File: src/hdl/allocation_tracking_table_defines.svh
// Assertion macros shared by the allocation tracking table modules.
`ifndef ALLOCATION_TRACKING_TABLE_DEFINES_SVH
`define ALLOCATION_TRACKING_TABLE_DEFINES_SVH

// Same-cycle implication, sampled on clk, off while arst_n is low.
`define ATT_ASSERT_NOW(label, ante, cons, msg) \
	label: assert property (@(posedge clk) disable iff (!arst_n) (ante) |-> (cons)) \
		else $error(msg);

// Next-cycle implication, sampled on clk, off while arst_n is low.
`define ATT_ASSERT_NEXT(label, ante, cons, msg) \
	label: assert property (@(posedge clk) disable iff (!arst_n) (ante) |=> (cons)) \
		else $error(msg);

`endif

File: src/hdl/att_pkg.sv
// Shared types, codes and helpers of the allocation tracking table.
package att_pkg;

	localparam int DEF_SLOTS     = 64;
	localparam int DEF_ADDR_BITS = 32;
	localparam int DEF_SIZE_BITS = 32;
	localparam int Q_DEPTH       = 2;

	localparam logic [1:0] CMD_ALLOC   = 2'd0;
	localparam logic [1:0] CMD_FREE    = 2'd1;
	localparam logic [1:0] CMD_INSPECT = 2'd2;

	typedef logic [2:0] status_t;
	localparam status_t ST_OK          = 3'd0;
	localparam status_t ST_NULL_ALLOC  = 3'd1;
	localparam status_t ST_FULL        = 3'd2;
	localparam status_t ST_NULL_FREE   = 3'd3;
	localparam status_t ST_DOUBLE_FREE = 3'd4;

	typedef enum logic [1:0] {
		K_REPORT,
		K_ALLOC,
		K_FREE,
		K_INSPECT
	} op_kind_t;

	typedef enum logic [2:0] {
		S_CLEAR,
		S_IDLE,
		S_SCAN,
		S_PEEK,
		S_WRITE,
		S_RESULT
	} back_state_t;

	typedef struct packed {
		logic [1:0]  command;
		logic [31:0] address;
		logic [31:0] alloc_size;
		logic [15:0] source_line;
		logic [5:0]  slot_index;
	} in_item_t;

	typedef struct packed {
		status_t     status;
		logic [47:0] total_allocated;
		logic [47:0] total_freed;
		logic [47:0] leaked_bytes;
		logic        slot_live;
		logic [31:0] slot_size;
		logic [15:0] slot_line;
	} out_item_t;

	typedef struct packed {
		op_kind_t    kind;
		status_t     status;
		logic [31:0] key;
		logic [31:0] size;
		logic [15:0] line;
		logic [5:0]  index;
	} op_t;

	function automatic int field_width(input int bits);
		return (bits < 32) ? bits : 32;
	endfunction

endpackage

File: src/hdl/att_queue.sv
// Short queue of classified operations between front and back.
`include "allocation_tracking_table_defines.svh"

module att_queue (
	input  logic          clk,
	input  logic          arst_n,
	input  logic          push,
	input  att_pkg::op_t  op_in,
	output logic          full,
	input  logic          pop,
	output att_pkg::op_t  op_out,
	output logic          empty
);
	import att_pkg::*;

	localparam int PW = $clog2(Q_DEPTH);
	localparam int CW = $clog2(Q_DEPTH + 1);

	op_t            entry_q [Q_DEPTH];
	logic [PW-1:0]  wr_ptr_q;
	logic [PW-1:0]  rd_ptr_q;
	logic [CW-1:0]  cnt_q;
	logic           do_push;
	logic           do_pop;

	assign full    = (cnt_q == CW'(Q_DEPTH));
	assign empty   = (cnt_q == '0);
	assign do_push = push && !full;
	assign do_pop  = pop && !empty;
	assign op_out  = entry_q[rd_ptr_q];

	always_ff @(posedge clk or negedge arst_n) begin
		if (!arst_n) begin
			wr_ptr_q <= '0;
			rd_ptr_q <= '0;
			cnt_q    <= '0;
		end else begin
			if (do_push) begin
				wr_ptr_q <= wr_ptr_q + 1'b1;
			end
			if (do_pop) begin
				rd_ptr_q <= rd_ptr_q + 1'b1;
			end
			if (do_push && !do_pop) begin
				cnt_q <= cnt_q + 1'b1;
			end else if (do_pop && !do_push) begin
				cnt_q <= cnt_q - 1'b1;
			end
		end
	end

	always_ff @(posedge clk) begin
		if (do_push) begin
			entry_q[wr_ptr_q] <= op_in;
		end
	end

	`ATT_ASSERT_NOW(a_q_bound, 1'b1, cnt_q <= CW'(Q_DEPTH), "queue occupancy out of range")
	`ATT_ASSERT_NEXT(a_q_hold, full && !pop, cnt_q == CW'(Q_DEPTH), "full queue lost an entry")

endmodule

File: config.mk
export PLATFORM = sky130hd
export DESIGN_NAME = att_queue
export DESIGN_NICKNAME = d
export VERILOG_FILES = /design/src/hdl/att_pkg.sv /design/src/hdl/att_queue.sv
export VERILOG_INCLUDE_DIRS = /design/src /design/src/hdl
export SDC_FILE = /design/constraint.sdc
export NUM_CORES = 1
export LEC_CHECK = 0
export BUFFER_PORTS_ARGS = -buffer_cell sky130_fd_sc_hd__buf_2
export CAP_MARGIN = 40
export CORE_ASPECT_RATIO = 0.5
export CORE_UTILIZATION = 56
export DETAILED_ROUTE_END_ITERATION = 12
export PLACE_DENSITY = 0.85
export SLEW_MARGIN = 20
export SYNTH_ARGS = -nofsm -noshare
export SYNTH_HDL_FRONTEND = slang
export SYNTH_SLANG_ARGS = --single-unit
File: constraint.sdc
create_clock -name clk -period 13.3 [get_ports clk]
set_input_delay 0.665 -clock clk [delete_from_list [all_inputs] [get_ports clk]]
set_output_delay 0.665 -clock clk [all_outputs]
set_load 0.01 [all_outputs]
After elaboration in Yosys (flattened, before gate mapping) --
Memory sizes are Yosys's and may differ from the RTL's. Cells that the tools add are included.
Cells by class: add/sub/neg operators 4, equality and inequality tests 1, multiplexer cells 4, reductions and logical operators 10
Operators by type and width (number):
- $logic_and A1 B1 Y1 | 4
- $logic_not A1 Y1 | 4
- $mux W2 | 2
- $add A1 B1 Y1 const B | 2
- $add A2 B1 Y2 const B | 1
- $eq A2 B2 Y1 const B | 1
- $logic_not A2 Y1 | 1
- $mux W1 | 2
- $reduce_bool A2 Y1 | 1
- $sub A2 B1 Y2 const B | 1
Word-level totals: bits in registers 4, RAM bits 182, input bits 95, output and inout bits 93, logic and storage cells 23, memories kept 1
Memories:
- entry_q | depth 2, width 91, rd ports 1, clocked after memory_dff 0, write ports 1, line att_queue.sv:19 | op_t entry_q [Q_DEPTH];

Depth between registers and ports, before layout --
depth after elaboration 7, gate-level depth with buffers 7, mapped depth without buffers 7

Worst setup path after synthesis --
OpenSTA, ideal clock, no wires.
path type input-to-reg, start point in push, end point mem entry_q[0][0] in the netlist's numbering (enable), library setup time 0.541 ns, arrival time 4.545 ns, data required time 12.759 ns, path slack 8.214 ns, cell stages on the path 2, path buffers 0, cells stage by stage nand2_1 nor2_1
On the way: longest elaborated chain between the ends 3
RTL lines:
- from (decl) | line att_queue.sv:7 | input logic push,
- $logic_and A1 B1 Y1 | line att_queue.sv:28 | assign do_push = push && !full;
- $mux W1 | line att_queue.sv:53 | if (do_push) begin
- $mux W1 (implied by the code) | line att_queue.sv:54 | entry_q[wr_ptr_q] <= op_in;
- to (decl) | line att_queue.sv:19
Every way passes these cells.

==> results.toml <==
[status]
status = "finished, final reports clean"

[floorplan]
num_rows = 28
num_io_pins = 188
die_area_mm2 = 0.0133
dieWidth_um = 162
floorplan.initialDensity = 0.591
core_mm2 = 0.0121
die_y_um = 82.0

[grt]
grt_use_met1 = 0.198
antenna_found_initial = 1
grt_max_degree = 64
grt_pass1_vias = 3487
grt_util_met2 = 0.341
grt_pass1_wl_um = 17500
grt.total_usage = 0.182
gr-total-overflow = 0
use_met3 = 0.0556
top_usage_layer = "met2"

[timing]
timing.final.max_slew_violations = 0
worst_slack_ns = 9.99
worst_pin_slew_ns = 0.818
period_needed_ns = 3.31
rsz0062_at_grt = "no"
setup_tns_ns = 0
hold_viol = 0
max_slew_margin = 0.455
period_share = 0.249
hold_slack_ns = 0.0413
max_freq_ghz = 0.302
finalSetupViolations = 0
skew_ns = 0.00778

[routing]
wl_per_cell_um = 17.9
num_vias = 3461
drc = 0
drtIter0Drc = 207
wl_um = 12200
final_antenna_net_count = 0
drtPass1Iterations = 4
routed_via_density = 5.07

[worst_setup_path]
arrival_ns = 2.64
r2r-start = "cnt_q[0]"
worstPathCellList = "buf_12 -> buf_4 -> mux2_2 -> buf_2"
worstSetupStartpoint = "rd_ptr_q"
path_max_fanout = 45
cpPeakStageDelay_ns = 0.68
crit_type = "reg -> out"
critPathSlowestCell = "buf_4"
cp-end-kind = "primary output"
start_kind = "flop"
critPathRequiredTime_ns = 12.64

[logic_synthesis]
seq_area_frac_synth = 0.777
synthCells = 302
avgSynthCellArea_um2 = 23.7
syn-num-nets = 398
ys_warn_count = 0
syn-cell-area_mm2 = 0.00716
synth_cell_type_count = 16
synth-seq-cells = 186

[finish]
fin_nets = 600
diodes = 0
layout-drive-gt1-share = 0.611
area_delta_synth_final_pct = 23.1

[min_path]
min_path_type = "in -> async"

[placement]
place_congestion = 0.681
post-place-ws_ns = 10.28
port_buffers = 187
dp_hpwl_um = 7790

[clock_network]
clk_pin_slew_ns = 0.06
post_cts_resized = 0
tritoncts = "done"
htreeDepth = 4
numCtsBuffers = 17
clock-root-buffer = "clkbuf_16"
clock-sinks = 186
clock_latency_ns = 0.42
ctsHoldBuffers = 0
clk_path_buf_depth = 2
post_cts_buffers = 0

[pwr]
p_leak_nw = 3.56
power_density_mw_per_mm2 = 224
ir_drop_mv = 0.103
p_total_mw = 1.97

[run]
maxCapViolCount = 0
## metrics by stage
stage / std cells / instance area, µm² / utilization
after global routing: 682 / 8820 / 0.727
after floorplan: 302 / 7160 / -
after CTS: 679 / 8740 / 0.721
after global placement: 647 / 8170 / 0.674
after detailed placement: 647 / 8170 / 0.674
final: 682 / 8820 / 0.727
## final timing paths
| check | endpoint | slack (ns) | depth (start not counted) |
|---|---|---|---|
| worst min-delay path | rd_ptr_q | 0.04 | 1 |
| min in group clk | entry_q[0][0] | 0.43 | 1 |
| worst max-delay path | op_out[68] | 9.99 | 4 |
| worst min register to register | cnt_q[1] | 0.55 | 1 |
| worst max register to register | entry_q[1][64] | 11.02 | 3 |
| max in group asynchronous | rd_ptr_q | 13.13 | 1 |
## layout by cell type, fill, tap and decap left out, types with 3 or more instances in the layout
master / Yosys / final
mux2_4: 80 / 80
buf_2: 1 / 187
dfrtp_1: 4 / 3
clkbuf_16: 0 / 17
xnor2_1: 3 / 3
edfxtp_1: 182 / 182
buf_4: 0 / 3
mux2_2: 11 / 11
clkbuf_1: 0 / 3
inv_6: 0 / 5
## layout make-up
cell class	instances	area (µm²)
repair buffers	193	1030
multi-input cells	104	1430
clock buffers	20	437
flip-flops and latches	186	5570
clock inverters	12	139
inverters	2	7.51
fillers	755	3300
well taps	165	206
## state kept, by name, summed over array words and instances, names as in the netlist
name      count
entry_q     182
rd_ptr_q      1
wr_ptr_q      1
cnt_q         2
## critical path: cells and delay by family, from the launching register on
family   cells  cell delay [ns]
flops        1             0.67
mux          1             0.41
buf+inv      3             1.10
## layer usage
metal  up-vias  wire length, µm
li1       1600                -
met5         -                0
met3        26              655
met1      1719             4750
met4         0              237
met2       116             6550
## power by group
group	internal (mW)	switching [mW]
Combinational	0.324	0.303
Clock	0.280	0.213
Sequential	0.802	0.0526
## synth_stat cells
master / n / area [µm²]
xor2_1: 2 / 17.5
inv_1: 2 / 7.51
ha_1: 1 / 12.5
edfxtp_1: 182 / 5470
nor2_1: 3 / 11.3
xnor2_1: 3 / 26.3
buf_12: 8 / 160
o21ai_0: 1 / 5.00
buf_6: 1 / 11.3
and3_1: 1 / 6.26
nand2b_1: 1 / 6.26
mux2_2: 11 / 124
dfrtp_1: 4 / 100
buf_2: 1 / 5.00
nand2_1: 1 / 3.75
mux2_4: 80 / 1200
## cells by family (layout without fill, tap and decap cells)
group | count (synthesis) | count (layout) | share of synthesized area
DFF | 186 | 186 | 0.777
AOI/OAI and AO/OA | 1 | 1 | 0.000698
buffers and inverters | 12 | 227 | 0.0257
muxes | 91 | 91 | 0.185
adders and majority gates | 1 | 1 | 0.00175
xor gates and xnor gates | 5 | 5 | 0.00611
and+or+nand+nor | 6 | 6 | 0.00384
Note: power is estimated with default switching activity, not from simulation.
