File: src/hdl/allocation_tracking_table_defines.svh
// Assertion macros shared by the allocation tracking table modules.
`ifndef ALLOCATION_TRACKING_TABLE_DEFINES_SVH
`define ALLOCATION_TRACKING_TABLE_DEFINES_SVH

// Same-cycle implication, sampled on clk, off while arst_n is low.
`define ATT_ASSERT_NOW(label, ante, cons, msg) \
	label: assert property (@(posedge clk) disable iff (!arst_n) (ante) |-> (cons)) \
		else $error(msg);

// Next-cycle implication, sampled on clk, off while arst_n is low.
`define ATT_ASSERT_NEXT(label, ante, cons, msg) \
	label: assert property (@(posedge clk) disable iff (!arst_n) (ante) |=> (cons)) \
		else $error(msg);

`endif

File: src/hdl/att_pkg.sv
// Shared types, codes and helpers of the allocation tracking table.
package att_pkg;

	localparam int DEF_SLOTS     = 64;
	localparam int DEF_ADDR_BITS = 32;
	localparam int DEF_SIZE_BITS = 32;
	localparam int Q_DEPTH       = 2;

	localparam logic [1:0] CMD_ALLOC   = 2'd0;
	localparam logic [1:0] CMD_FREE    = 2'd1;
	localparam logic [1:0] CMD_INSPECT = 2'd2;

	typedef logic [2:0] status_t;
	localparam status_t ST_OK          = 3'd0;
	localparam status_t ST_NULL_ALLOC  = 3'd1;
	localparam status_t ST_FULL        = 3'd2;
	localparam status_t ST_NULL_FREE   = 3'd3;
	localparam status_t ST_DOUBLE_FREE = 3'd4;

	typedef enum logic [1:0] {
		K_REPORT,
		K_ALLOC,
		K_FREE,
		K_INSPECT
	} op_kind_t;

	typedef enum logic [2:0] {
		S_CLEAR,
		S_IDLE,
		S_SCAN,
		S_PEEK,
		S_WRITE,
		S_RESULT
	} back_state_t;

	typedef struct packed {
		logic [1:0]  command;
		logic [31:0] address;
		logic [31:0] alloc_size;
		logic [15:0] source_line;
		logic [5:0]  slot_index;
	} in_item_t;

	typedef struct packed {
		status_t     status;
		logic [47:0] total_allocated;
		logic [47:0] total_freed;
		logic [47:0] leaked_bytes;
		logic        slot_live;
		logic [31:0] slot_size;
		logic [15:0] slot_line;
	} out_item_t;

	typedef struct packed {
		op_kind_t    kind;
		status_t     status;
		logic [31:0] key;
		logic [31:0] size;
		logic [15:0] line;
		logic [5:0]  index;
	} op_t;

	function automatic int field_width(input int bits);
		return (bits < 32) ? bits : 32;
	endfunction

endpackage

File: src/hdl/att_front.sv
// Front end: accepts items and classifies them into back-end operations.
module att_front #(
	parameter int SLOTS     = att_pkg::DEF_SLOTS,
	parameter int ADDR_BITS = att_pkg::DEF_ADDR_BITS,
	parameter int SIZE_BITS = att_pkg::DEF_SIZE_BITS
) (
	input  logic              push,
	input  att_pkg::in_item_t item,
	output logic              full,
	input  logic              q_full,
	input  logic              clearing,
	output logic              q_push,
	output att_pkg::op_t      q_op
);
	import att_pkg::*;

	localparam int AW = field_width(ADDR_BITS);
	localparam int SW = field_width(SIZE_BITS);

	logic in_range;

	assign full     = q_full || clearing;
	assign q_push   = push && !full;
	assign in_range = {26'd0, item.slot_index} < 32'(SLOTS);

	always_comb begin
		q_op        = '0;
		q_op.kind   = K_REPORT;
		q_op.status = ST_OK;
		q_op.key    = 32'(item.address[AW-1:0]);
		q_op.size   = 32'(item.alloc_size[SW-1:0]);
		q_op.line   = item.source_line;
		q_op.index  = item.slot_index;
		case (item.command)
			CMD_ALLOC: begin
				if (q_op.key == '0) begin
					q_op.status = ST_NULL_ALLOC;
				end else begin
					q_op.kind = K_ALLOC;
				end
			end
			CMD_FREE: begin
				if (q_op.key == '0) begin
					q_op.status = ST_NULL_FREE;
				end else begin
					q_op.kind = K_FREE;
				end
			end
			CMD_INSPECT: begin
				if (in_range) begin
					q_op.kind = K_INSPECT;
				end
			end
			default: begin
			end
		endcase
	end

endmodule

File: config.mk
export PLATFORM = sky130hd
export DESIGN_NAME = att_front
export DESIGN_NICKNAME = d
export VERILOG_FILES = /design/src/hdl/allocation_tracking_table_defines.svh /design/src/hdl/att_pkg.sv /design/src/hdl/att_front.sv
export SDC_FILE = /design/constraint.sdc
export NUM_CORES = 1
export LEC_CHECK = 0
export BUFFER_PORTS_ARGS = -buffer_cell sky130_fd_sc_hd__buf_2
export CAP_MARGIN = 40
export CORE_AREA = 2 2 72 74
export DETAILED_ROUTE_END_ITERATION = 6
export DIE_AREA = 0 0 74 76
export GPL_ROUTABILITY_DRIVEN = 0
export PLACE_DENSITY_LB_ADDON = 0.3
export SYNTH_ARGS = -nofsm -noshare
export SYNTH_HDL_FRONTEND = slang
export SYNTH_SLANG_ARGS = --single-unit
File: constraint.sdc
create_clock -name vclk -period 1.9
set_input_delay 0.38 -clock vclk [all_inputs]
set_output_delay 0.38 -clock vclk [all_outputs]
set_load 0.02 [all_outputs]
[Word level (Yosys, flattened, before mapping)]
Index checks and enable logic that the tools add are counted.
Cells by class
  equal/unequal tests: 2
  muxes and demuxes: 6
  reduce and logical (&&, ||, !) cells: 5
Operators by type and width (count)
  logical NOT 32 bit: 1
  case mux 2 bit (3 select lines): 1
  case mux 3 bit (2 select lines): 1
  2-to-1 mux 2 bit: 2
  equality test 2 x 1 -> 1 bit, second input constant: 1
  equality test 2 bit, second input constant: 1
  logical NOT 2 bit: 1
  2-to-1 mux 1 bit: 2
  logical AND 1 bit: 1
  logical NOT 1 bit: 1
  logical OR 1 bit: 1
Storage, ports and cells
  bits in registers: 0
  logic and storage cells: 13
  output and inout port bits: 93
  input port bits: 91

[Logic depth before layout (Yosys ltp)]
Gate-level depths: netlist of the first run.
  depth after elaboration: 3
  gate-level depth with buffers: 3
  mapped depth without buffers: 3

[Worst setup path after synthesis of the first run]
Ideal clock, no wire load.
  kind: in2out
  start: in item[60] (netlist bit)
  end: out q_op[87] (netlist bit)
  path buffers: 0
  arrival: 1.164 ns
  stages: 3
  path slack: 0.356 ns
  data required time: 1.520 ns
  cell sequence: nor4_1 > and4_1 > and4_1
RTL lines
  from (decl): line att_front.sv:8  | input att_pkg::in_item_t item,
  to (decl): line att_front.sv:13  | output att_pkg::op_t q_op

==> impl_summary.md, run 1 <==
Die
The die covers 0.00562 mm². Once the floorplan was initialized, standard cells occupied 15.8% of the core. The area inside the core boundary is 0.00491 mm². The top-level port count is 184. The overall die height is 76 µm. The horizontal die dimension is 74 µm.

Row generation in the floorplan step produced 26 rows.

Setup path
STA puts the critical path data required time at 1.52 ns. The worst setup path is of the in -> out kind. The worst setup path is captured at an output pin.

The type of origin of the critical path is an input pin. The endpoint arrival time on the critical path is 1.43 ns. Along the worst path, the maximum fanout reaches 4.

Outcome
The flow ran to the end, and the final reports show no timing, DRC or antenna violations.

Final layout
The most common library cell in the layout ignoring fill and taps is buf_2. Cells fill 12.9% of the core in the end. The post-layout net count is 189. Summing all flip-flop and latch instances after layout gives 0 µm². The final design instance area without fill is 636 µm².

The layout has 0 clock buffers. Compared with the post-synthesis result, the final layout area differs by -18.3%. There are 0 flip-flops and latches. Of the cells placed in the final design, the portion with a size suffix greater than 1 is 86.5%. In the layout the commonest cells are buf_2 (73), nor4_1 (4). The antenna cell count is 0.

Job
The number of max-cap violations is 0.

Synthesis
Yosys printed 0 warnings. Synthesis instantiated 11 different standard cells from the library. Summed over all instances, the cell type with the most area after synthesis is buf_4. Sequential elements use 0% of the synthesized area. The area share of the largest cell type after synthesis is 83.9%. After synthesis, the mean cell area works out to 7.27 µm².

The cell area that synthesis handed to floorplanning was 778 µm². The post-synthesis net count is 198. Yosys attributes the largest share of cell area to buf_4 (84%), nor4_1 (5.6%), and4_1 (3.4%). After technology mapping, the gate count stands at 107.

Route
The via count is 550. The detailed-router iteration count before antenna repair is 2. In the routed design, unresolved DRC markers number 0.

The mean number of vias per cell is 3.31. For this block, the initial DRC count from the detailed router was 4. The count of nets left with antenna violations once routing finished came out at 0. After detailed routing, the average wire length per cell comes to 9.04 µm.

The final wirelength is 1.50 mm.

STA
The final worst hold slack is 0.760 ns. The maximum clock frequency is 551 MHz. Setup repair after global routing left no endpoint under its margin. After layout, the minimum clock period comes to 1.81 ns.

The hold violation total from the final report was 0. Summed over all failing endpoints, the final setup total negative slack is 0 ns. The final-report max-slew violation count came to 0. Setup violations remaining at the end of the flow were counted as 0. The portion of the clock cycle consumed by the worst path in the final layout is 95.5%.

Pwr
The total power after layout is 0.156 mW. Power spread over the standard cell area amounts to 245 mW/mm². For this design the static power due to leakage is 0.348 nW.

The highest ir drop seen on vdd is 0.0499 mV.

Global route
Global routing finished with a remaining overflow of 0. In the global route stage, overall resource usage came out at 4.08%. The first global-routing pass estimated 1.82 mm of wire. The initial antenna violation count is 0. The via count of the first global-routing pass is 417. The maximum number of pins on one net before global-route repair is 5.

CTS
The hold-fix buffer count after cts is 0. The total setup buffers inserted after CTS is 0.

Placed design
The number of I/O port buffers is 75. The cell area reported after detailed placement is 596 µm². The sum of net half-perimeters after detailed placement is 1.37 mm.

Hold path
In this run the worst hold path is classified as in -> out.
## final cells by class
class	instances	area [µm²]
Tap cell	70	87.6
Multi-Input combinational cell	19	153
Timing Repair Buffer	76	392
Inverter	1	3.75
Fill cell	555	4280
## cells in the mapped netlist
| library cell | number |
|---|---|
| nor3_1 | 1 |
| buf_4 | 87 |
| inv_1 | 1 |
| conb_1 | 1 |
| nor2_1 | 2 |
| xnor2_1 | 1 |
| and4_1 | 3 |
| and3_2 | 1 |
| or2_2 | 1 |
| a31oi_1 | 2 |
| nor4_1 | 7 |
## final timing paths
check | start | end | cells after the start
min | item[19] | q_op[19] | 0
max | item[68] | q_op[87] | 5
## routing by layer
| metal | part of all wire [%] | vias up | GRT usage, % |
|---|---|---|---|
| li1 | - | 238 | - |
| met1 | 27 | 219 | 3.04 |
| met2 | 45 | 69 | 6.96 |
| met3 | 18 | 24 | 1.72 |
| met4 | 11 | 0 | 4.55 |
| met5 | 0 | - | 0 |
## worst max-delay path, cell delays in order
cell    delay, ns
buf_2        0.10
nor4_1       0.31
and4_2       0.32
and4_1       0.21
buf_6        0.12
## through the flow
stage          cells  setup slack [ns]
6_report         166            0.0861
5_1_grt          166          0.000981
4_1_cts          166           0.00680
3_5_place_dp     166            -0.154
3_3_place_gp     166            -0.143
2_1_floorplan    107             0.356
## cells by family (layout without fill, tap and decap cells)
logic type | Yosys count | after routing | share of synthesized area, %
buffers and inverters | 88 | 77 | 84.4
and+or+nand+nor | 15 | 15 | 12.4
AOI/OAI and AO/OA | 2 | 2 | 1.61
other | 1 | 1 | 0.482
xor gates and xnor gates | 1 | 1 | 1.13
## repair_timing
| item | 4_1_cts | 5_1_grt |
|---|---|---|
| gates resized for setup | 4 | 5 |
| pin swaps | 0 | 3 |
| setup endpoints to repair | 4 | 2 |
## power breakdown
group          total (mW)  leakage [nW]  internal (mW)  switching (mW)
Sequential              0             0              0               0
Combinational       0.156         0.348         0.0616          0.0939
Clock                   0             0              0               0
Note: power is estimated with default switching activity, not from simulation.
==> run 2, diff against run 1 <==
--- a/config.mk
+++ b/config.mk
@@ -5,11 +5,12 @@
 export SDC_FILE = /design/constraint.sdc
 export NUM_CORES = 1
 export LEC_CHECK = 0
+export ABC_AREA = 1
 export BUFFER_PORTS_ARGS = -buffer_cell sky130_fd_sc_hd__buf_2
 export CAP_MARGIN = 40
-export CORE_AREA = 2 2 72 74
+export CORE_AREA = 2 2 70 72
 export DETAILED_ROUTE_END_ITERATION = 6
-export DIE_AREA = 0 0 74 76
+export DIE_AREA = 0 0 72 74
 export GPL_ROUTABILITY_DRIVEN = 0
 export PLACE_DENSITY_LB_ADDON = 0.3
 export SYNTH_ARGS = -nofsm -noshare
==> impl_summary.md, run 2 <==
Outcome
Outcome: finished clean (unchanged).

Setup path
The cell repeated most along the worst path is buf_2. The classification of the worst setup path was in -> out (unchanged). The delay of the slowest cell on the worst path is 0.21 ns (was 0.32 ns).

The sum of buffers and inverters on the critical path was 2 (unchanged). The critical path required time came to 1.52 ns (about the same). The top fanout value on the critical path is 2 (was 4). The highest-delay cell along the critical path is or2_0 (was and4_2). The type of origin of the critical path is an input pin (unchanged). The endpoint arrival time on the critical path is 1.29 ns (was 1.43 ns). The family of cells with the greatest summed delay on the critical path is simple AND/OR/NAND/NOR gates (unchanged). Crit path cell chain: buf_2 > or2_0 > nor2_1 > nand3_1 > nor3_1 > buf_2 (was buf_2 > nor4_1 > and4_2 > and4_1 > buf_6).

The category of the worst setup path capture point is an output pin (unchanged).

STA
The portion of the clock cycle consumed by the worst path in the final layout is 88.1% (was 95.5%). The final-report max-slew violation count is 0 (unchanged). The maximum clock frequency came to 598 MHz (was 551 MHz). The setup-violating endpoint count in the final report was 0 (unchanged). The worst path setup slack after routing came to 0.227 ns (was 0.0861 ns). The setup total negative slack is 0 ns (unchanged). RSZ-0062 raised after global routing: false (unchanged). The clock period minus worst slack is 1.67 ns (was 1.81 ns). The hold violation total from the final report is 0 (unchanged).

Synthesis
The netlist area before placement is 816 µm² (was 778 µm²). The yosys synthesis warning count is 0 (unchanged). The sequential element share of the synthesized area is 0% (unchanged).

The average cell area after synthesis is 6.47 µm² (was 7.27 µm²). Synth top cells by count: buf_4 (87), nor2_1 (21), nand2_1 (8) (was buf_4 (87), nor4_1 (7), and4_1 (3)). The cell with the most instances after synthesis is buf_4 (unchanged).

Cell types with the largest area share after synthesis: buf_4 (80%), nor2_1 (9.7%), nand2_1 (3.7%) (was buf_4 (84%), nor4_1 (5.6%), and4_1 (3.4%)). The area share of the largest cell type after synthesis is 80.1% (was 83.9%). The number of distinct library cell variants in the gate-level netlist after synthesis is 11 (unchanged).

The post-synthesis net count came to 217 (was 198). The library cell occupying the most area in the post-synthesis netlist is buf_4 (unchanged). The cell count after synthesis is 126 (was 107).

Placed design
The sum of net half-perimeters after detailed placement came to 1.45 mm (was 1.37 mm). The number of I/O port buffers was 75 (unchanged). The cell total after placement is 168 (was 166). The worst slack at placement was 0.197 ns (was -0.154 ns).

Route
The mean number of vias per cell is 3.42 (was 3.31). The DRC marker count from the first detailed-route iteration came to 6 (was 4). The number of nets with antenna violations after detailed routing is 0 (unchanged). The final wirelength is 1.58 mm (was 1.50 mm).

The average wire length per cell after detail routing is 9.40 µm (was 9.04 µm). The number of DRC violations after detailed routing is 0 (unchanged). The detailed-router iteration count before antenna repair is 4 (was 2).

The via count was 574 (was 550).

Final layout
The antenna cell count is 0 (unchanged). The post-route core utilization was 13.2% (was 12.9%). The post-layout net count is 207 (was 189). The signed area change from the synthesized netlist to the final layout was -25.8% (was -18.3%). The most common library cell in the layout ignoring fill and taps was buf_2 (unchanged). The area of the multi-input gates is 155 µm² (was 153 µm²).

The filler-free cell count of the finished design came to 168 (was 166). Most frequent cells in the layout: buf_2 (75), nor2_1 (21), nand2_1 (8) (was buf_2 (73), nor4_1 (4)). The layout clock buffer count was 0 (unchanged). The sequential cell count is 0 (unchanged). The share of cells above drive strength 1 is 67.5% (was 86.5%). The storage element area was 0 µm² (unchanged). The filler cell count was 557 (was 555).

Hold path
The cell count of the worst hold path is 0 (unchanged). The worst hold path startpoint was item[13] (was item[19]). The path class of the lowest-slack min-delay path is in -> out (unchanged).

The sink of the worst hold path is q_op[13] (was q_op[19]).

CTS
The post-CTS resize count is 0 (was 4). The hold-fix buffer count after cts is 0 (unchanged). The total setup buffers inserted after CTS is 0 (unchanged).

Global route
The total track usage is 4.62% (was 4.08%). The initial antenna violation count came to 0 (unchanged). The first-pass GRT wire length is 2.03 mm (was 1.82 mm). The overflow left after global routing is 0 (unchanged). The via count of the first global-routing pass is 473 (was 417). The maximum number of pins on one net before global-route repair is 4 (was 5).

Die
The top-level port count was 184 (unchanged). The row count is 25 (was 26). The overall die height came to 74 µm (was 76 µm). The area inside the core boundary was 0.00460 mm² (was 0.00491 mm²). The full die area is 0.00533 mm² (was 0.00562 mm²).

The initial core utilization is 17.7% (was 15.8%). The horizontal die dimension came to 72 µm (was 74 µm).

Pwr
The static leakage is 0.360 nW (was 0.348 nW). The power per standard cell area is 255 mW/mm² (was 245 mW/mm²). The highest ir drop seen on vdd was 0.0431 mV (was 0.0499 mV).

Job
The number of max-cap violations is 0 (unchanged).
-- run 2: how the worst max path moves through the flow --
| stage | cells after the start | start | endpoint |
|---|---|---|---|
| 5_1_grt | 7 | item[59] | q_op[87] |
| 3_3_place_gp | 6 | item[57] | q_op[87] |
| 4_1_cts | 6 | item[57] | q_op[87] |
| 3_5_place_dp | 6 | item[57] | q_op[87] |
| 2_1_floorplan | 4 | item[57] | q_op[87] |
| 6_report | 6 | item[57] | q_op[87] |
-- run 2: metrics by stage --
| step | instance area, µm² | power [mW] | hold WS [ns] |
|---|---|---|---|
| 6_report | 606 | 0.154 | 0.760 |
| 3_5_place_dp | 606 | 0.156 | 0.760 |
| 2_1_floorplan | 816 | 0.290 | 0.840 |
| 3_3_place_gp | 606 | 0.156 | 0.760 |
| 4_1_cts | 606 | 0.157 | 0.760 |
| 5_1_grt | 606 | 0.169 | 0.760 |
-- run 2: power by group --
group          internal [mW]  leakage [nW]  switching, mW
sequential                 0             0              0
clock                      0             0              0
combinational         0.0623         0.360         0.0919
-- run 2: layer usage --
layer / up-vias / GRT usage [%] / wire, µm
met5: - / 0 / 0
met4: 0 / 6.29 / 183
met3: 28 / 1.36 / 263
met2: 57 / 8.44 / 732
met1: 223 / 3.33 / 400
li1: 266 / - / -
-- run 2: final cells by class --
type,instances,area share [%]
tap,54,11.2
multi-input combinational,37,25.6
timing repair buffer,75,62.0
inverter,2,1.24
-- run 2: logic make-up (layout without fill, tap and decap cells) --
kind of cell	count (synthesis)	in the layout	share of synthesized area, %
buffers and inverters	89	77	81.0
xor gates and xnor gates	1	1	1.07
other	1	1	0.460
and+or+nand+nor	35	35	17.5
