<file path="src/hdl/allocation_tracking_table_defines.svh">
// Assertion macros shared by the allocation tracking table modules.
`ifndef ALLOCATION_TRACKING_TABLE_DEFINES_SVH
`define ALLOCATION_TRACKING_TABLE_DEFINES_SVH

// Same-cycle implication, sampled on clk, off while arst_n is low.
`define ATT_ASSERT_NOW(label, ante, cons, msg) \
	label: assert property (@(posedge clk) disable iff (!arst_n) (ante) |-> (cons)) \
		else $error(msg);

// Next-cycle implication, sampled on clk, off while arst_n is low.
`define ATT_ASSERT_NEXT(label, ante, cons, msg) \
	label: assert property (@(posedge clk) disable iff (!arst_n) (ante) |=> (cons)) \
		else $error(msg);

`endif

</file>
<file path="src/hdl/att_pkg.sv">
// Shared types, codes and helpers of the allocation tracking table.
package att_pkg;

	localparam int DEF_SLOTS     = 64;
	localparam int DEF_ADDR_BITS = 32;
	localparam int DEF_SIZE_BITS = 32;
	localparam int Q_DEPTH       = 2;

	localparam logic [1:0] CMD_ALLOC   = 2'd0;
	localparam logic [1:0] CMD_FREE    = 2'd1;
	localparam logic [1:0] CMD_INSPECT = 2'd2;

	typedef logic [2:0] status_t;
	localparam status_t ST_OK          = 3'd0;
	localparam status_t ST_NULL_ALLOC  = 3'd1;
	localparam status_t ST_FULL        = 3'd2;
	localparam status_t ST_NULL_FREE   = 3'd3;
	localparam status_t ST_DOUBLE_FREE = 3'd4;

	typedef enum logic [1:0] {
		K_REPORT,
		K_ALLOC,
		K_FREE,
		K_INSPECT
	} op_kind_t;

	typedef enum logic [2:0] {
		S_CLEAR,
		S_IDLE,
		S_SCAN,
		S_PEEK,
		S_WRITE,
		S_RESULT
	} back_state_t;

	typedef struct packed {
		logic [1:0]  command;
		logic [31:0] address;
		logic [31:0] alloc_size;
		logic [15:0] source_line;
		logic [5:0]  slot_index;
	} in_item_t;

	typedef struct packed {
		status_t     status;
		logic [47:0] total_allocated;
		logic [47:0] total_freed;
		logic [47:0] leaked_bytes;
		logic        slot_live;
		logic [31:0] slot_size;
		logic [15:0] slot_line;
	} out_item_t;

	typedef struct packed {
		op_kind_t    kind;
		status_t     status;
		logic [31:0] key;
		logic [31:0] size;
		logic [15:0] line;
		logic [5:0]  index;
	} op_t;

	function automatic int field_width(input int bits);
		return (bits < 32) ? bits : 32;
	endfunction

endpackage

</file>
<file path="src/hdl/att_back.sv">
// Back end: scans the slot memory, updates totals and holds the result.
`include "allocation_tracking_table_defines.svh"

module att_back #(
	parameter int SLOTS     = att_pkg::DEF_SLOTS,
	parameter int ADDR_BITS = att_pkg::DEF_ADDR_BITS,
	parameter int SIZE_BITS = att_pkg::DEF_SIZE_BITS
) (
	input  logic                                   clk,
	input  logic                                   arst_n,
	input  logic                                   q_empty,
	input  att_pkg::op_t                           q_head,
	output logic                                   q_pop,
	output logic                                   clearing,
	output logic                                   ram_we,
	output logic [$clog2(SLOTS)-1:0]               ram_waddr,
	output logic [att_pkg::field_width(ADDR_BITS)
		+ att_pkg::field_width(SIZE_BITS) + 15:0] ram_wdata,
	output logic                                   ram_re,
	output logic [$clog2(SLOTS)-1:0]               ram_raddr,
	input  logic [att_pkg::field_width(ADDR_BITS)
		+ att_pkg::field_width(SIZE_BITS) + 15:0] ram_rdata,
	output logic                                   empty,
	input  logic                                   pop,
	output att_pkg::out_item_t                     result
);
	import att_pkg::*;

	localparam int AW = field_width(ADDR_BITS);
	localparam int SW = field_width(SIZE_BITS);
	localparam int IW = $clog2(SLOTS);
	localparam int CW = $clog2(SLOTS + 1);

	back_state_t   state_q;
	back_state_t   state_d;
	logic [CW-1:0] cnt_q;
	logic          rd_vld_s1;
	logic [IW-1:0] rd_idx_s1;
	op_t           op_q;
	status_t       status_q;
	logic [IW-1:0] hit_idx_q;
	logic [SW-1:0] hit_bytes_q;
	logic [15:0]   hit_line_q;
	logic          peek_live_q;
	logic [SW-1:0] peek_bytes_q;
	logic [15:0]   peek_line_q;
	logic [47:0]   sum_alloc_q;
	logic [47:0]   sum_freed_q;
	out_item_t     res_q;
	logic          res_vld_q;

	logic [AW-1:0] rd_addr;
	logic [SW-1:0] rd_bytes;
	logic [15:0]   rd_line;
	logic [AW-1:0] match_key;
	logic          hit;
	logic          miss;
	logic          out_free;
	logic          scan_issue;

	assign rd_addr   = ram_rdata[AW+SW+15 -: AW];
	assign rd_bytes  = ram_rdata[SW+15 -: SW];
	assign rd_line   = ram_rdata[15:0];
	assign match_key = (op_q.kind == K_ALLOC) ? '0 : op_q.key[AW-1:0];
	assign hit       = (state_q == S_SCAN) && rd_vld_s1 && (rd_addr == match_key);
	assign miss      = (state_q == S_SCAN) && rd_vld_s1 && (rd_addr != match_key)
		&& (rd_idx_s1 == IW'(SLOTS - 1));
	assign out_free  = !res_vld_q || pop;
	assign empty     = !res_vld_q;
	assign result    = res_q;

	always_comb begin
		state_d = state_q;
		case (state_q)
			S_CLEAR: begin
				if (cnt_q == CW'(SLOTS - 1)) begin
					state_d = S_IDLE;
				end
			end
			S_IDLE: begin
				if (!q_empty) begin
					case (q_head.kind)
						K_ALLOC:   state_d = S_SCAN;
						K_FREE:    state_d = S_SCAN;
						K_INSPECT: state_d = S_PEEK;
						default:   state_d = S_RESULT;
					endcase
				end
			end
			S_SCAN: begin
				if (hit) begin
					state_d = S_WRITE;
				end else if (miss) begin
					state_d = S_RESULT;
				end
			end
			S_PEEK:  state_d = S_RESULT;
			S_WRITE: state_d = S_RESULT;
			S_RESULT: begin
				if (out_free) begin
					state_d = S_IDLE;
				end
			end
			default: state_d = S_IDLE;
		endcase
	end

	always_comb begin
		q_pop      = 1'b0;
		clearing   = 1'b0;
		ram_we     = 1'b0;
		ram_waddr  = '0;
		ram_wdata  = '0;
		ram_re     = 1'b0;
		ram_raddr  = '0;
		scan_issue = 1'b0;
		case (state_q)
			S_CLEAR: begin
				clearing  = 1'b1;
				ram_we    = 1'b1;
				ram_waddr = cnt_q[IW-1:0];
			end
			S_IDLE: begin
				q_pop = !q_empty;
				if (!q_empty && q_head.kind == K_INSPECT) begin
					ram_re    = 1'b1;
					ram_raddr = IW'(q_head.index);
				end
			end
			S_SCAN: begin
				if (cnt_q < CW'(SLOTS) && !hit) begin
					scan_issue = 1'b1;
					ram_re     = 1'b1;
					ram_raddr  = cnt_q[IW-1:0];
				end
			end
			S_WRITE: begin
				ram_we    = 1'b1;
				ram_waddr = hit_idx_q;
				if (op_q.kind == K_ALLOC) begin
					ram_wdata = {op_q.key[AW-1:0], op_q.size[SW-1:0], op_q.line};
				end else begin
					ram_wdata = {{AW{1'b0}}, hit_bytes_q, hit_line_q};
				end
			end
			default: begin
			end
		endcase
	end

	always_ff @(posedge clk or negedge arst_n) begin
		if (!arst_n) begin
			state_q     <= S_CLEAR;
			cnt_q       <= '0;
			rd_vld_s1   <= 1'b0;
			sum_alloc_q <= '0;
			sum_freed_q <= '0;
			res_vld_q   <= 1'b0;
		end else begin
			state_q   <= state_d;
			rd_vld_s1 <= scan_issue;
			if (state_q == S_CLEAR || scan_issue) begin
				cnt_q <= cnt_q + 1'b1;
			end else if (state_q == S_IDLE) begin
				cnt_q <= '0;
			end
			if (state_q == S_WRITE) begin
				if (op_q.kind == K_ALLOC) begin
					sum_alloc_q <= sum_alloc_q + 48'(op_q.size[SW-1:0]);
				end else begin
					sum_freed_q <= sum_freed_q + 48'(hit_bytes_q);
				end
			end
			if (state_q == S_RESULT && out_free) begin
				res_vld_q <= 1'b1;
			end else if (pop) begin
				res_vld_q <= 1'b0;
			end
		end
	end

	always_ff @(posedge clk) begin
		rd_idx_s1 <= cnt_q[IW-1:0];
		if (q_pop) begin
			op_q         <= q_head;
			status_q     <= q_head.status;
			peek_live_q  <= 1'b0;
			peek_bytes_q <= '0;
			peek_line_q  <= '0;
		end
		if (miss) begin
			status_q <= (op_q.kind == K_ALLOC) ? ST_FULL : ST_DOUBLE_FREE;
		end
		if (hit) begin
			hit_idx_q   <= rd_idx_s1;
			hit_bytes_q <= rd_bytes;
			hit_line_q  <= rd_line;
		end
		if (state_q == S_PEEK) begin
			peek_live_q  <= (rd_addr != '0);
			peek_bytes_q <= rd_bytes;
			peek_line_q  <= rd_line;
		end
		if (state_q == S_RESULT && out_free) begin
			res_q.status          <= status_q;
			res_q.total_allocated <= sum_alloc_q;
			res_q.total_freed     <= sum_freed_q;
			res_q.leaked_bytes    <= sum_alloc_q - sum_freed_q;
			res_q.slot_live       <= peek_live_q;
			res_q.slot_size       <= 32'(peek_bytes_q);
			res_q.slot_line       <= peek_line_q;
		end
	end

	`ATT_ASSERT_NOW(a_we_state, ram_we, state_q == S_CLEAR || state_q == S_WRITE, "stray slot write")
	`ATT_ASSERT_NOW(a_clear_idle, state_q == S_CLEAR, !q_pop && !res_vld_q, "work during clear")
	`ATT_ASSERT_NEXT(a_free_sum, state_q == S_WRITE && op_q.kind == K_FREE, sum_alloc_q == $past(sum_alloc_q), "free moved allocated total")

endmodule

</file>
<file path="config.mk">
export PLATFORM = sky130hd
export DESIGN_NAME = att_back
export DESIGN_NICKNAME = d
export VERILOG_FILES = /design/src/hdl/att_pkg.sv /design/src/hdl/att_back.sv
export VERILOG_INCLUDE_DIRS = /design/src /design/src/hdl
export SDC_FILE = /design/constraint.sdc
export NUM_CORES = 1
export LEC_CHECK = 0
export BUFFER_PORTS_ARGS = -buffer_cell sky130_fd_sc_hd__buf_4
export CAP_MARGIN = 30
export CORE_MARGIN = 10
export CORE_UTILIZATION = 38
export DETAILED_ROUTE_END_ITERATION = 8
export GPL_TIMING_DRIVEN = 0
export MAX_ROUTING_LAYER = met4
export PLACE_DENSITY = 0.67
export SETUP_SLACK_MARGIN = 0.2
export SLEW_MARGIN = 20
export SYNTH_ARGS = -nofsm -noshare
export SYNTH_HDL_FRONTEND = slang
export SYNTH_SLANG_ARGS = --single-unit
</file>
<file path="constraint.sdc">
create_clock -name clk -period 9 [get_ports clk]
set_clock_uncertainty 0.05 [all_clocks]
set_input_delay 0.9 -clock clk [delete_from_list [all_inputs] [get_ports clk]]
set_output_delay 0.9 -clock clk [all_outputs]
set_load 0.01 [all_outputs]
</file>
==> Word level (Yosys, flattened, before mapping) <==
Cells that the tools add are included.
{ "totals": {"ramBits": 0, "register_bits": 498, "latchBits": 0, "inputBits": 175, "out_inout_bits": 293, "n_memories": 0, "romBits": 0} }
{ "classes": {"add_sub_neg": 4, "order_cmp": 1, "n_reduce_logical": 24, "shifts": 0, "mux": 34, "eq_ne": 17, "multipliers": 0, "n_bitwise": 1, "n_div": 0} }
{ "ops": {"columns": ["operator", "count"], "rows": [
  ["$mux 80", 2],
  ["$add 48x32->48", 2],
  ["$mux 32", 3],
  ["$sub 48x48->48", 1],
  ["$eq 32x32->1", 1],
  ["$mux 16", 2],
  ["$ne 32x32->1", 1],
  ["$reduce_bool 32->1", 1],
  ["$mux 3", 8],
  ["$pmux 6 s2", 2],
  ["$pmux 3 s5", 1],
  ["$mux 7", 2],
  ["$mux 6", 2],
  ["$mux 1", 10],
  ["$reduce_bool 2->1", 4],
  ["$add 7x1->7 const B", 1],
  ["$eq 7x6->1 const B", 1],
  ["$logic_and 1x1->1", 7],
  ["$lt 7x7->1 const B", 1],
  ["$eq 3x2->1 const B", 2],
  ["$eq 3x3->1 const B", 2],
  ["$eq 6x6->1 const B", 1],
  ["$ne 2x2->1 const B", 3],
  ["$pmux 3 s2", 1],
  ["other kinds (12)", 20]
]} }

==> Depth between registers and ports, before layout <==
Gate-level depths: netlist (run 1).
{ "depth": {"word_depth": 10, "mapped_depth": 12} }

==> Least setup slack after synthesis (run 1) <==
OpenSTA, ideal clock, no wires.
{ "synth_path": {"kind": "register -> register", "from": "reg state_q[2]", "to": "reg res_q (netlist bit result[0]), enable pin", "arrival_time_ns": 9.150, "setup_slack_ns": -0.956, "setup_ns": 0.756, "stages_incl_launch_ff": 5, "n_path_buf": 2, "path_cell_list": "dfrtp_1 buf_4 clkbuf_1 nand3b_1 nor2_1"} }
{ "synth_between": {"elab_chain_cells": 2} }
{ "synth_rtl": {"columns": ["element", "line", "source"], "rows": [
  ["start, declared", "att_back.sv:34", "back_state_t state_q;"],
  ["start signal, assigned", "att_back.sv:160", "state_q <= state_d;"],
  ["$eq 3x3->1", "att_back.sv:204", "if (state_q == S_RESULT && out_free) begin"],
  ["$logic_and 1x1->1", "att_back.sv:204", null],
  ["end, declared", "att_back.sv:49", "out_item_t res_q;"]
]} }
Every way passes these cells.
A chain may end at the register's enable or synchronous reset.

==> reports/qor.txt, run 1 <==
status - finished clean
Setup-failing EPs final - 0
Final Max Slew Viols - 0
vias in the first global route - 19,320
Seq cells post-synth - 498
layer with the highest usage - met2
layout cells sized above 1 - 23.48%
Static Leak - 13.28 nW
hold_buf cts - 0
Crit-path slowest cell - clkbuf_1
# fillers - 5,764
Global Route met2 Usage - 33.95%
CP dominant cell by count - clkbuf_1
largest area contributor in the netlist - edfxtp_1
PnR Total Power - 0.01039 W
nets@finish - 2,966
part of the power in registers - 36.2%
DR iter-0 viols - 1,549
CP Capture Type - output pin
largest net degree at the start of global routing - 63
Syn Area/Cell - 11.56 sq um
Antenna Nets Post-Route - 0
maximum vdd drop - 0.0001552 V
placed cells - 3,472
Vias - 19,110
synthesis-to-finish area growth - 27.74%
GRT Overall Usage - 21.20%
cell count after synthesis - 2,135
share of the synthesized area in the top cell type - 46.74%
grt ovf - 0
register area share after synthesis - 58.18%
highest clock rate - 220.9 MHz
RePlAce Congestion - 0.9290
CTS buffer count - 55
Comb pwr share - 41.5%
core area - 64,350 sq um
final std cells w/o fill - 3,581
crit-path max cell delay - 560 ps
CP arrival - 3580 ps
top post-synthesis cells by area - edfxtp_1 47%, dfrtp_1 11%, ha_1 5.8%, nand2_1 3.7%, xnor2_1 3.6%
post-route clock period utilization - 50.29%
Vias per Instance - 5.336
CP Class - register to output pin
post-CTS setup buffer count - 0
power per cell area - 329.7 nW/um^2
Root Buffer - clkbuf_16
Sink Count - 498
final wirelength - 80.59 mm
CP cell instances - or2_2 > clkbuf_1 > inv_1 > nand2_1 > clkbuf_1 > buf_1 > a21oi_1 > buf_4
Post-synth EDFFs - 384
first-pass GRT wire length - 119.1 mm
port buffer count - 467
sum of negative setup slack - 0 ps
Post-DP HPWL - 63.63 mm
initial antenna violation count - 4
WL per Instance - 22.51 um
P_int - 0.006466 W
Hold Crit Class - input pin to async pin
Max-Slew Margin vs Limit - 48.40%
CTS tree - yes
sw power - 0.003926 W
I/O pins - 468
Initial Util - 38.34%
Post-synth top flop - edfxtp_1
die footprint - 75,520 sq um
DRC Markers - 0
Switching Share - 37.78%
Critical Path RT - 8050 ps
H-tree depth - 2
worst path buffer plus inverter count - 5
worst hold margin - 154.2 ps
Fin. Hold Viols - 0
Yosys warning count - 0
met3 Use GR - 3.430%
met1 Use GR - 26.49%
Crit path max-delay family - buffers and inverters
Die Width - 274.8 um
fraction of registers with async set/reset - 21.69%
clk slew on worst S/H paths - 60 ps
synthesized net count - 2,427
Rows - 93
critical path peak fanout - 10
# Max-Cap Violations - 0
Final Core Density - 48.98%
Slew @ Worst Pin - 774.1 ps
RSZ-0062 raised after global routing - false
minimum clock period - 4526 ps
share of total power in the clock network - 22.3%
die height - 274.8 um
Syn Std Cell Area - 24,670 sq um
drt pass-1 iters - 6
Synth cell types - 96
Worst-Skew Late Latency - 610 ps
post_cts resized - 0
critical path launch point type - register
Max clock buf depth - 3
-- power by group through the flow --
| stage | sequential, W | combinational (W) | clock [W] |
|---|---|---|---|
| CTS | 0.00376 | 0.00432 | 0.00238 |
| finish | 0.00376 | 0.00431 | 0.00232 |
| detailed placement | 0.00380 | 0.00429 | 0 |
| global route | 0.00382 | 0.00473 | 0.00246 |
| global placement | 0.00388 | 0.00412 | 0 |
| floorplan | 0.00381 | 0.00265 | 0 |
-- flip-flops by register name, indices dropped and copies added (netlist names) --
signal and cells:
peek_live_q 1, result 196, cnt_q 7, state_q 3, hit_line_q 16, rd_vld_s1 1
hit_bytes_q 32, res_vld_q 1, peek_bytes_q 32, peek_line_q 16, rd_idx_s1 6, sum_freed_q 48
sum_alloc_q 48, hit_idx_q 6, op_q 82, status_q 3
-- cell families after synthesis --
family / count (synthesis) / share of synthesized area [%]
DFF: 498 / 58.18
and+or+nand+nor: 654 / 13.43
buffers and inverters: 173 / 2.875
adders and majority gates: 117 / 6.025
xor gates and xnor gates: 146 / 5.183
muxes: 15 / 0.6238
AOI/OAI and AO/OA: 532 / 13.68
-- synthesized netlist by cell type (all sizes together), types with 12 or more instances --
library cell,n
nor4,20
buf,15
a21o,68
a21oi,170
nand4,35
inv,94
nor3,16
o21bai,16
and2,54
xor2,44
clkbuf,62
nor4bb,16
o211ai,18
xnor2,102
edfxtp,384
o21ai,141
mux2i,12
nand2,245
ha,114
dfrtp,108
nor2b,17
nand3,34
o21a,13
nor2,119
a211oi,13
and3,49
a31oi,26
-- per-stage QoR --
step / setup slack [ps] / cell area (sq um)
detailed placement: 5081 / 29630
CTS: 4424 / 31510
global placement: -375.9 / 29250
floorplan: 2348 / 24670
global route: 4320 / 31520
finish: 4474 / 31520
-- area by class of cell --
class	instances	area (sq um)	area share, %
Inverter	94	352.8	1.119
Multi-Input combinational cell	1464	9632	30.56
Antenna cell	5	12.51	0.03970
Clock buffer	69	1501	4.764
Buffer	79	356.6	1.131
Tap cell	855	1070	3.394
Clock inverter	35	374.1	1.187
Sequential cell	498	14350	45.54
Timing Repair Buffer	482	3865	12.26
-- metal layers --
layer,vias up,share of wire [%]
met3,143,6.4
met2,727,48
met5,-,0
met1,9285,42
li1,8953,-
met4,0,4.0
-- placed cells by master (no fill, tap or decap), types with 12 or more instances in the layout --
cell type,netlist,final
buf_4,3,469
edfxtp_1,384,384
nand2_1,245,245
a21oi_1,164,164
o21ai_0,135,135
nor2_1,117,115
ha_1,114,114
dfrtp_1,108,108
xnor2_1,102,102
inv_1,94,94
clkbuf_1,61,70
a21o_1,66,66
clkbuf_16,0,57
and2_1,53,53
and3_1,48,47
xor2_1,44,44
nand3_1,34,34
nand4_1,34,34
a31oi_1,25,25
nor4_1,18,18
o211ai_1,17,17
nor2b_1,16,16
o21bai_1,16,16
nor4bb_1,16,16
nor3_1,14,14
o21a_1,13,13
mux2i_1,12,12
clkinv_2,0,12
-- final timing paths --
| path | depth (start not counted) | endpoint | startpoint | slack [ps] |
|---|---|---|---|---|
| setup / recovery | 8 | ram_wdata[37] | state_q[0] | 4470 |
| hold / removal | 1 | sum_alloc_q[0] | arst_n | 150 |
| setup reg to reg | 11 | sum_freed_q[36] | sum_freed_q[0] | 5320 |
| hold reg to reg | 0 | result[41] | peek_bytes_q[25] | 370 |
| max in group asynchronous | 2 | rd_vld_s1 | arst_n | 8010 |
| min in group clk | 0 | result[41] | peek_bytes_q[25] | 370 |
(Power assumes the default switching activity.)
==> run 2, diff against run 1 <==
- ABC_AREA: unset -> 1
- PLACE_DENSITY: 0.67 -> 0.66
- clock period: 9 -> 4 ns (I/O delays scaled with it)
==> reports/qor.txt, run 2 <==
status - finished clean (unchanged)
vias in the first global route - 23,140 (was 19,320)
pre-CTS setup slack - 361.7 ps (was 5081 ps)
largest net degree at the start of global routing - 74 (was 63)
Static Leak - 15.04 nW (was 13.28 nW)
synthesized net count - 3,140 (was 2,427)
highest clock rate - 268.9 MHz
top post-synthesis cells by area - edfxtp_1 44%, dfrtp_1 10%, nand2_1 9.5%, ha_1 5.5%, inv_1 5.1% (was edfxtp_1 47%, dfrtp_1 11%, ha_1 5.8%, nand2_1 3.7%, xnor2_1 3.6%)
GRT Overall Usage - 24.49% (was 21.20%)
first-pass GRT wire length - 141.5 mm (was 119.1 mm)
Final Core Density - 50.34% (was 48.98%)
drt pass-1 iters - 6 (unchanged)
Vias - 23,130 (was 19,110)
Worst-Skew Late Latency - 630 ps (was 610 ps)
Initial Util - 38.23% (was 38.34%)
CP Capture Type - output pin (unchanged)
Post-synth EDFFs - 384 (unchanged)
share of the synthesized area in the top cell type - 44.13% (was 46.74%)
RePlAce Congestion - 1.017 (was 0.9290)
CTS buffer count - 57 (was 55)
# Max-Cap Violations - 0 (unchanged)
H-tree depth - 2 (unchanged)
Design Area, Final - 34,400 sq um (was 31,520 sq um)
critical path peak fanout - 10 (unchanged)
die height - 282.2 um (was 274.8 um)
Final Max Slew Viols - 0 (unchanged)
Critical Path RT - 3550 ps (was 8050 ps)
Fin. Hold Viols - 0 (unchanged)
WL per Instance - 21.99 um (was 22.51 um)
Setup-failing EPs final - 0 (unchanged)
Max-Slew Margin vs Limit - 37.71% (was 48.40%)
DR iter-0 viols - 1,946 (was 1,549)
grt ovf - 0 (unchanged)
Syn Area/Cell - 9.175 sq um (was 11.56 sq um)
cell count after synthesis - 2,848 (was 2,135)
fraction of registers with async set/reset - 21.69% (unchanged)
CP arrival - 3270 ps (was 3580 ps)
Sink Count - 498 (unchanged)
Seq cells post-synth - 498 (unchanged)
layout cells sized above 1 - 17.22% (was 23.48%)
final wirelength - 98.04 mm (was 80.59 mm)
maximum vdd drop - 0.0005428 V (was 0.0001552 V)
Post-synth top flop - edfxtp_1 (unchanged)
die footprint - 79,650 sq um (was 75,520 sq um)
max reg flops - 196 (unchanged)
power per cell area - 704.9 nW/um^2 (was 329.7 nW/um^2)
nets@finish - 3,814 (was 2,966)
Die Width - 282.2 um (was 274.8 um)
CP Class - register to output pin (unchanged)
commonest non-fill, non-tap cell in the layout - nand2_1 (was buf_4)
Post-synth top cells - 658 x nand2_1, 384 x edfxtp_1, 358 x inv_1 (was 384 x edfxtp_1, 245 x nand2_1, 164 x a21oi_1)
register area share after synthesis - 54.93% (was 58.18%)
Hold Crit Class - input pin to register (was input pin to async pin)
largest area contributor in the netlist - edfxtp_1 (unchanged)
Post-DP HPWL - 78.31 mm (was 63.63 mm)
Syn Std Cell Area - 26,130 sq um (was 24,670 sq um)
critical path launch point type - register (unchanged)
Slew @ Worst Pin - 924.6 ps (was 774.1 ps)
Synth cell types - 45 (was 96)
DRC Markers - 0 (unchanged)
Vias per Instance - 5.187 (was 5.336)
Root Buffer - clkbuf_16 (unchanged)
core area - 68,350 sq um (was 64,350 sq um)
port buffer count - 467 (unchanged)
PnR Total Power - 0.02425 W (was 0.01039 W)
setup ws final - 281.3 ps (was 4474 ps)
synthesis-to-finish area growth - 31.66% (was 27.74%)
Rows - 96 (was 93)
clk slew on worst S/H paths - 60 ps (about the same)
Placed Area - 31,070 sq um (was 29,630 sq um)
I/O pins - 468 (unchanged)
RSZ-0062 raised after global routing - false (unchanged)
initial antenna violation count - 6 (was 4)
# fillers - 6,317 (was 5,764)
Max clock buf depth - 3 (unchanged)
CTS tree - yes (unchanged)
Yosys warning count - 0 (unchanged)
commonest non-fill, non-tap cells in the layout - 657 x nand2_1, 466 x buf_4, 384 x edfxtp_1, 357 x inv_1, 334 x nor2_1 (was 469 x buf_4, 384 x edfxtp_1, 245 x nand2_1, 164 x a21oi_1, 135 x o21ai_0)
count leader, synth - nand2_1 (was edfxtp_1)
minimum clock period - 3719 ps
Antenna Nets Post-Route - 0 (unchanged)
post-route clock period utilization - 92.97%
[run 2: changes by cell type in the layout (fill, tap and decap cells not counted), sizes merged, moves of 20 or more]
cell         before  now
a21o             68   11
a22o              7   48
and2             54    4
and3             49    1
clkbuf          131  104
dlygate4sd3       0  134
inv              97  366
nand2           245  659
nand3            34  166
nor2            119  340
nor3             16   36
o21ai           141  178
xnor2           102   44
[run 2: cell type report]
class | instances | area, sq um | area share, %
flip-flops and latches | 498 | 14350 | 41.72
multi-input cells | 1942 | 10210 | 29.68
repair buffers | 615 | 5154 | 14.98
clock buffers | 77 | 1625 | 4.724
inverters | 359 | 1350 | 3.924
well taps | 882 | 1104 | 3.208
clock inverters | 31 | 341.6 | 0.9929
plain buffers | 49 | 249.0 | 0.7237
diodes | 6 | 15.01 | 0.04364
[run 2: per-layer routing]
layer	share of wire, %	GRT usage [%]
met4	4.5	9.697
met2	48	40.92
met3	7.6	4.816
met5	0	-
met1	40	28.82
[run 2: metrics by stage]
step                      TNS, ps  cells  hold slack (ps)
after floorplan             -7767   2848            54.41
after global placement    -374570   4197            350.4
after detailed placement        0   4211            309.1
after CTS                       0   4453            1.155
after global routing            0   4459            82.91
final                           0   4459            65.16
[run 2: kinds of logic after synthesis]
family / after synthesis / share of synthesized area [%]
buffers and inverters: 408 / 6.105
AO/OA/AOI/OAI: 454 / 9.965
XOR/XNOR: 91 / 3.050
flip-flops: 498 / 54.93
adder cells (fa/ha/maj): 117 / 5.689
AND/OR/NAND/NOR: 1280 / 20.26
[run 2: power breakdown]
part,internal [W],switching [W]
sequential,0.00717,0.000898
clock,0.00325,0.00221
combinational,0.00364,0.00708
total,0.0141,0.0102
[run 2: worst max-delay path, stage by stage (launching register included)]
cell     delay (ps)
dfrtp_1         400
nor2_1          190
nand2_1         340
nor2_4          380
buf_2           360
buf_2           550
a22o_1          270
buf_4           130
[run 2: path summary, 6_finish.rpt]
path	depth (start not counted)	from	slack (ps)	to
worst max-delay path	7	state_q[0]	280	ram_wdata[12]
worst min-delay path	4	pop	70	res_vld_q
worst max register to register	12	sum_freed_q[0]	510	result[81]
worst min register to register	0	peek_line_q[14]	360	result[14]
max in group asynchronous	3	arst_n	2940	sum_alloc_q[3]
min in group asynchronous	2	arst_n	230	sum_freed_q[31]
[run 2: timing repair]
| action | 4_1_cts | 5_1_grt |
|---|---|---|
| gates cloned | 0 | 0 |
| resized for setup | 2 | 4 |
| hold buffers | 134 | 0 |
| hold endpoints to repair | 180 | 0 |
| setup buffers | 0 | 0 |
| endpoints found under the setup margin | 39 | 3 |
